<file path="config.mk">
export PLATFORM = sky130hd
export DESIGN_NAME = quadrature_encoder_lut_decoder
export DESIGN_NICKNAME = d
export VERILOG_FILES = /design/src/design/qeld_pkg.sv /design/src/design/qeld_regs.sv /design/src/design/qeld_core.sv /design/src/design/quadrature_encoder_lut_decoder.sv
export SDC_FILE = /design/constraint.sdc
export NUM_CORES = 1
export LEC_CHECK = 0
export BUFFER_PORTS_ARGS = -buffer_cell sky130_fd_sc_hd__buf_2
export CAP_MARGIN = 40
export CORE_ASPECT_RATIO = 0.5
export CORE_MARGIN = 2
export CORE_UTILIZATION = 64
export DETAILED_ROUTE_END_ITERATION = 8
export PLACE_DENSITY = 0.88
export SLEW_MARGIN = 0
export SYNTH_ARGS = -nofsm -noshare
export SYNTH_HDL_FRONTEND = slang
export SYNTH_HIERARCHICAL = 1
export SYNTH_SLANG_ARGS = --single-unit
</file>
<file path="constraint.sdc">
create_clock -name clk_i -period 9.2 [get_ports clk_i]
set_clock_uncertainty 0.05 [all_clocks]
set_input_delay 2.3 -clock clk_i [delete_from_list [all_inputs] [get_ports clk_i]]
set_output_delay 2.3 -clock clk_i [all_outputs]
set_load 0.02 [all_outputs]
</file>
<file path="src/design/qeld_pkg.sv">
package qeld_pkg;

  // Command codes of an input word.
  localparam logic CMD_SAMPLE = 1'b0;
  localparam logic CMD_READ   = 1'b1;

  // Configuration register indexes.
  localparam logic REG_TABLE_LOW  = 1'b0;
  localparam logic REG_TABLE_HIGH = 1'b1;

  localparam int unsigned CFG_DATA_W = 64;
  localparam int unsigned OUT_TOTAL_W = 8;

  // Reset contents of the transition table (normal direction).
  localparam logic [CFG_DATA_W-1:0] TABLE_LOW_RESET  = 64'h0400_0002_0011_F400;
  localparam logic [CFG_DATA_W-1:0] TABLE_HIGH_RESET = 64'h00F8_1200_0100_0008;

  typedef struct packed {
    logic       cmd;
    logic [1:0] pin_state;
  } in_word_t;

  typedef struct packed {
    logic signed [OUT_TOTAL_W-1:0] total;
    logic                          stepped;
  } out_word_t;

  // Table contents and the pulse that forgets the previous entry.
  typedef struct packed {
    logic [2*CFG_DATA_W-1:0] entries;
    logic                    clr_prev;
  } table_cfg_t;

endpackage

</file>
<file path="src/design/qeld_regs.sv">
module qeld_regs (
  input  logic                                clk_i,
  input  logic                                rst_ni,
  input  logic                                cfg_we_i,
  input  logic                                cfg_idx_i,
  input  logic [qeld_pkg::CFG_DATA_W-1:0]     cfg_data_i,
  output qeld_pkg::table_cfg_t                table_o
);
  import qeld_pkg::*;

  logic [CFG_DATA_W-1:0] low_q, low_d;
  logic [CFG_DATA_W-1:0] high_q, high_d;

  always_comb begin
    low_d  = low_q;
    high_d = high_q;
    if (cfg_we_i) begin
      unique case (cfg_idx_i)
        REG_TABLE_LOW:  low_d  = cfg_data_i;
        REG_TABLE_HIGH: high_d = cfg_data_i;
        default:        low_d  = low_q;
      endcase
    end
  end

  always_ff @(posedge clk_i or negedge rst_ni) begin
    if (!rst_ni) begin
      low_q  <= TABLE_LOW_RESET;
      high_q <= TABLE_HIGH_RESET;
    end else begin
      low_q  <= low_d;
      high_q <= high_d;
    end
  end

  // Any table write invalidates the remembered transition entry.
  assign table_o.entries  = {high_q, low_q};
  assign table_o.clr_prev = cfg_we_i;

endmodule

</file>
<file path="src/design/qeld_core.sv">
module qeld_core #(
  parameter int unsigned TOTAL_WIDTH = 8
) (
  input  logic                  clk_i,
  input  logic                  rst_ni,
  input  qeld_pkg::table_cfg_t  table_i,
  input  logic                  fire_i,
  input  qeld_pkg::in_word_t    word_i,
  output qeld_pkg::out_word_t   result_o
);
  import qeld_pkg::*;

  logic [1:0]                   prev_pins_q, prev_pins_d;
  logic [7:0]                   prev_entry_q, prev_entry_d;
  logic signed [TOTAL_WIDTH-1:0] acc_q, acc_d;

  logic [3:0]                   idx;
  logic [7:0]                   entry;
  logic signed [3:0]            delta;
  logic signed [TOTAL_WIDTH:0]  sum;
  logic signed [TOTAL_WIDTH-1:0] sat_sum;
  logic                         changed;
  logic                         do_step;

  // Transition index is previous | new << 2.
  assign idx     = {word_i.pin_state, prev_pins_q};
  assign entry   = table_i.entries[{idx, 3'b000} +: 8];
  assign delta   = signed'(entry[7:4]);
  assign changed = (word_i.pin_state != prev_pins_q);
  assign do_step = changed && ((entry[3:0] & prev_entry_q[3:0]) != 4'd0);

  assign sum = {acc_q[TOTAL_WIDTH-1], acc_q}
             + {{(TOTAL_WIDTH-3){delta[3]}}, delta};

  always_comb begin
    if (sum[TOTAL_WIDTH] != sum[TOTAL_WIDTH-1]) begin
      sat_sum = sum[TOTAL_WIDTH] ? {1'b1, {(TOTAL_WIDTH-1){1'b0}}}
                                 : {1'b0, {(TOTAL_WIDTH-1){1'b1}}};
    end else begin
      sat_sum = sum[TOTAL_WIDTH-1:0];
    end
  end

  always_comb begin
    prev_pins_d  = prev_pins_q;
    prev_entry_d = prev_entry_q;
    acc_d        = acc_q;
    result_o.stepped = 1'b0;
    result_o.total   = OUT_TOTAL_W'(acc_q);
    case (word_i.cmd)
      CMD_READ: begin
        acc_d = '0;
      end
      default: begin
        if (changed) begin
          prev_pins_d  = word_i.pin_state;
          prev_entry_d = entry;
          if (do_step) begin
            acc_d            = sat_sum;
            result_o.stepped = 1'b1;
            result_o.total   = OUT_TOTAL_W'(sat_sum);
          end
        end
      end
    endcase
    if (!fire_i) begin
      prev_pins_d  = prev_pins_q;
      prev_entry_d = prev_entry_q;
      acc_d        = acc_q;
    end
    if (table_i.clr_prev) begin
      prev_entry_d = '0;
    end
  end

  always_ff @(posedge clk_i or negedge rst_ni) begin
    if (!rst_ni) begin
      prev_pins_q  <= '0;
      prev_entry_q <= '0;
      acc_q        <= '0;
    end else begin
      prev_pins_q  <= prev_pins_d;
      prev_entry_q <= prev_entry_d;
      acc_q        <= acc_d;
    end
  end

endmodule

</file>
<file path="src/design/quadrature_encoder_lut_decoder.sv">
// Table-driven quadrature decoder for one rotary encoder.
// Input channel (in_valid_i / in_ready_o / in_data_i): each word is either a
// debounced A/B pin sample or a read command. A sample that differs from the
// last one looks up a 16-entry byte table; the signed upper nibble is added to
// a saturating accumulator when the entry's low nibble shares a bit with the
// previous transition's entry. A read returns the accumulator and clears it.
// Output channel (out_valid_o / out_ready_i / out_data_o): one result word per
// input word, in order.
// The result is registered: the input register holds the accepted word, then
// lookup and add feed the result register.
// Throughput: one word per cycle, limited only by the output handshake.
// When the receiver stalls, the held result and one word in the input register
// wait; the input side stops taking words once both are occupied.
// Reset loads the normal-direction table and clears pins, entry and total.
// Table writes go through the configuration port and forget the previous
// transition entry; the user must write only while the block is idle (not enforced).
module quadrature_encoder_lut_decoder #(
  parameter int unsigned TOTAL_WIDTH = 8
) (
  input  logic                            clk_i,
  input  logic                            rst_ni,
  input  logic                            cfg_we_i,
  input  logic                            cfg_idx_i,
  input  logic [qeld_pkg::CFG_DATA_W-1:0] cfg_data_i,
  input  logic                            in_valid_i,
  output logic                            in_ready_o,
  input  qeld_pkg::in_word_t              in_data_i,
  output logic                            out_valid_o,
  input  logic                            out_ready_i,
  output qeld_pkg::out_word_t             out_data_o
);
  import qeld_pkg::*;

  table_cfg_t table_cfg;
  in_word_t   in_word_q;
  logic       in_valid_q;
  out_word_t  result;
  out_word_t  out_word_q;
  logic       out_valid_q;
  logic       advance;

  // The input register moves on whenever the result register is free or
  // being emptied in this cycle.
  assign advance    = !out_valid_q || out_ready_i;
  assign in_ready_o = !in_valid_q || advance;

  qeld_regs u_regs (
    .clk_i      (clk_i),
    .rst_ni     (rst_ni),
    .cfg_we_i   (cfg_we_i),
    .cfg_idx_i  (cfg_idx_i),
    .cfg_data_i (cfg_data_i),
    .table_o    (table_cfg)
  );

  qeld_core #(
    .TOTAL_WIDTH (TOTAL_WIDTH)
  ) u_core (
    .clk_i    (clk_i),
    .rst_ni   (rst_ni),
    .table_i  (table_cfg),
    .fire_i   (in_valid_q && advance),
    .word_i   (in_word_q),
    .result_o (result)
  );

  always_ff @(posedge clk_i or negedge rst_ni) begin
    if (!rst_ni) begin
      in_valid_q  <= 1'b0;
      out_valid_q <= 1'b0;
    end else begin
      if (in_ready_o) begin
        in_valid_q <= in_valid_i;
      end
      if (advance) begin
        out_valid_q <= in_valid_q;
      end
    end
  end

  always_ff @(posedge clk_i) begin
    if (in_ready_o && in_valid_i) begin
      in_word_q <= in_data_i;
    end
    if (advance && in_valid_q) begin
      out_word_q <= result;
    end
  end

  assign out_valid_o = out_valid_q;
  assign out_data_o  = out_word_q;

endmodule

</file>
; ---- Word level (Yosys, flattened, before mapping)
; Index checks and enable logic that the tools add are counted.
[classes]
n_addsub = 1
n_eq_ne = 3
shifts = 1
mux = 12
bitwise = 4
reduce_logical = 18
[ops]
columns = op, count
row1 = variable part select 128 x 8 -> 8 bit, 1
row2 = two-way mux 8 bit, 5
row3 = two-way mux 9 bit, 3
row4 = two-way mux 4 bit, 4
row5 = adder 8 x 4 -> 9 bit, 1
row6 = AND reduction 3 bit, 3
row7 = nonzero test 2 bit, 4
row8 = bitwise AND 4 bit, 1
row9 = AND reduction 2 bit, 2
row10 = nonzero test 4 bit, 1
row11 = logical AND 1 bit, 3
row12 = inverter 1 bit, 3
row13 = logical NOT 1 bit, 2
row14 = logical OR 1 bit, 2
row15 = != test 2 bit, 1
row16 = "!= test 2 bit, second input constant", 1
row17 = OR reduction 2 bit, 1
row18 = != test 1 bit, 1
[totals]
register_bits = 156
elab_cells = 50

; ---- Longest topological paths before layout
[logic_depth]
ltp_word = 7
mapped_depth = 14
depth_no_buf = 10

; ---- By module
; The synthesis kept the hierarchy.
[modules_own_cells]
columns = module, n_inst, cells_each, area_per_inst_um2, seq_area_each_um2
row1 = qeld_regs, 1, 272, 5161.2, 3225.6
row2 = qeld_core, 1, 212, 2298.5, 350.3
row3 = quadrature_encoder_lut_decoder, 1, 20, 464.2, 410.4

; ---- Worst setup path after synthesis
; No wires, ideal clock.
[synth_path]
kind = in2out
start = input port out_ready_i
end = output port in_ready_o
arrival_ns = 2.476
required_time_ns = 6.850
slack_ns = 4.374
cell_stages = 1
path_buffers = 0
path_cell_list = nand3b_4
[synth_via]
elab_chain_len = 2
[synth_rtl]
columns = element, line
row1 = "start, declared", quadrature_encoder_lut_decoder.sv:29  ; input logic out_ready_i,
row2 = logical OR 1 bit, quadrature_encoder_lut_decoder.sv:44  ; assign advance = !out_valid_q || out_ready_i;
row3 = logical OR 1 bit, quadrature_encoder_lut_decoder.sv:45  ; assign in_ready_o = !in_valid_q || advance;
row4 = "end, declared", quadrature_encoder_lut_decoder.sv:26  ; output logic in_ready_o,
; Every way passes these cells.

; ---- Worst setup path after layout
; Ends and elaborated chain as after synthesis.

==> metrics.yaml <==
cts-buffers-inserted: 17
avgSynthCellArea_um2: 15.7
setup_viol: 0
port_buffers: 83
cp-end-kind: "output pin"
fillCellCount: 664
seqCellArea_um2: 3990
maxCapViolations: 0
p_sw_uw: 801
netlist_instances: 504
grtUsageTotal_pct: 26.5
die_h_um: 82.7
synth_ff_type: "dfrtp_1"
use_met1_pct: 34.9
status: "completed"
cts-root-buf: "clkbuf_16"
grt_pass1_vias: 4791
clock_sinks: 156
synth-seq-area-share_pct: 50.3
dp_hpwl_um: 10300
postCtsSetupBuffers: 0
yosysWarnings: 6
clk_latency_ns: 0.42
layout_common_cells: "dfrtp_1, buf_2, mux2_4"
syn_nets: 586
top_usage_layer: "met2"
top_level_ports: 84
die_x_um: 161
start_util_pct: 66.3
grt_overflow_total: 0
antenna_found_initial: 1
p_clk_share_pct: 28.9
min_period_ns: 5.07
rows: 28
multi_input_area_um2: 3590
final_common_cell: "dfrtp_1"
ant_nets: 0
nets: 669
postCtsHoldBufs: 0
ctsLongestPathBuffers: 2
relSlewSlack_pct: 38.4
p_seq_share_pct: 36.2
grt_use_met3_pct: 6.84
worstPathRequired_ns: 6.85
powerDensity_nw_per_um2: 277
coreArea_um2: 11900
synthArstFlopShare_pct: 92.3
synth_cell_types: 58
cts_tree: "done"
first_pass_iters: 5
routed_wl_um: 16600
grt_use_met2_pct: 44.3
wire_per_inst_um: 21.6
crit_arrival_ns: 2.72
cts_htree_levels: 4
p_total_mw: 2.48
drc_errors: 0
hp-class: "flop to flop"
peakVddDrop_v: 0.000145
area_delta_synth_final_pct: 12.9
max_freq_mhz: 197
synth_edf_count: 12
rsz0062_at_grt: "no"
place.gp.congestion: 0.871
cts_resized: 0
crit_start: "out_ready_i"
cellLeakagePower_nw: 3.94
p_sw_share_pct: 32.3
crit_path_max_fanout: 3
cp-start-kind: "input port"
grt_max_degree: 65
power.internal_mw: 1.68
synth-seq-cells: 156
report.final.slew_viol_count: 0
holdCritStartpoint: "u_regs/high_q[20]"
finalHoldViolations: 0
path_clk_slew_ns: 0.06
post-route-period-util_pct: 55.1
power.share.combinational_pct: 34.8
drt-vias-per-instance: 6.00
critPathKind: "input port to output pin"
fin_tns_setup_ns: 0
via_count: 4596
worstMarginPinSlew_ns: 0.923
drive_gt1_share_pct: 51.7
worstReg2RegStart: "u_core/prev_pins_q[0]"
syn-cell-area_um2: 7920
grt_pass1_wl_um: 26100
first_iter_violations: 346
die_area_um2: 13300
## synth_stat cells (2+ instances only)
cell type	number	share of area, %
a21o_1	2	0.19
buf_4	2	0.19
nand2_1	28	1.3
dfrtp_1	126	40
o21ai_0	10	0.63
o22ai_1	7	0.55
clkbuf_1	4	0.19
mux4_1	7	2.3
ha_1	8	1.3
nor3_1	2	0.13
and3_1	2	0.16
and2_1	3	0.24
mux2_2	65	9.2
buf_2	3	0.19
a21oi_1	10	0.63
mux2i_1	11	1.4
nand3_1	2	0.13
mux4_2	29	8.2
xnor2_1	6	0.66
nor2_1	11	0.52
mux2_4	67	13
buf_6	6	0.85
edfxtp_1	12	4.5
nor2b_1	2	0.16
o211ai_1	5	0.47
dfstp_2	18	6.0
nand2b_1	6	0.47
clkbuf_8	4	0.69
buf_12	7	1.8
nand3b_1	2	0.19
inv_1	10	0.47
## power by group through the flow
| stage | logic (mW) | registers (mW) | clock network, mW |
|---|---|---|---|
| 2_1_floorplan | 0.672 | 0.893 | 0 |
| 3_3_place_gp | 0.809 | 0.896 | 0 |
| 3_5_place_dp | 0.841 | 0.902 | 0 |
| 4_1_cts | 0.857 | 0.894 | 0.726 |
| 5_1_grt | 0.939 | 0.909 | 0.755 |
| 6_report | 0.863 | 0.897 | 0.717 |
## routing by layer
layer / wire [um] / part of all wire [%]
met1: 7310 / 44
met2: 8010 / 48
met3: 948 / 5.7
met4: 291 / 1.8
met5: 0 / 0
## cell families after synthesis
| group | count (synthesis) | share of synthesized area, % |
|---|---|---|
| multiplexers | 180 | 34.0 |
| flip-flops | 156 | 50.3 |
| AND/OR/NAND/NOR | 66 | 4.39 |
| AO/OA/AOI/OAI | 49 | 4.58 |
| buffers and inverters | 37 | 4.41 |
| adder cells (fa/ha/maj) | 9 | 1.52 |
| XOR/XNOR | 7 | 0.774 |
## final timing paths
| check | cells after the start | to | slack (ns) |
|---|---|---|---|
| hold / removal | 1 | u_regs/high_q[20] | 0.45 |
| min in group asynchronous | 1 | u_regs/high_q[7] | 1.77 |
| hold reg to reg | 1 | u_regs/high_q[20] | 0.45 |
| setup / recovery | 3 | in_ready_o | 4.13 |
| setup reg to reg | 10 | out_data_o[3] | 4.65 |
| max in group asynchronous | 3 | u_regs/low_q[58] | 6.18 |
## worst max-delay path, cell delays in order
cell and delay, ns:
buf_2 0.10, nand3b_4 0.15, buf_2 0.17
## stage by stage
| step | utilization, % | hold WS [ns] | worst slack, ns | instances | area [um^2] |
|---|---|---|---|---|---|
| after floorplan | - | 0.409 | 4.37 | 504 | 7920 |
| after global placement | 69.3 | 0.425 | 4.14 | 730 | 8280 |
| after detailed placement | 69.9 | 0.439 | 4.13 | 733 | 8350 |
| after CTS | 74.9 | 0.454 | 4.12 | 765 | 8950 |
| after global routing | 74.9 | 0.470 | 4.11 | 766 | 8950 |
| final | 74.9 | 0.454 | 4.13 | 766 | 8950 |
## final cells by class
type                    count  area share, %
diodes                      1         0.0280
well taps                 165           2.31
repair buffers             91           5.91
clock buffers              19           4.84
inverters                  10          0.419
flip-flops and latches    156           44.5
multi-input cells         311           40.1
clock inverters            13           1.85
## sequential cells by signal (all words and copies together) (netlist names)
name / cells
u_regs/high_q: 64
in_word_q: 3
u_core/acc_q: 8
u_core/prev_pins_q: 2
out_data_o: 9
u_regs/low_q: 64
in_valid_q: 1
u_core/prev_entry_q: 4
out_valid_o: 1
(Power assumes the default switching activity.)
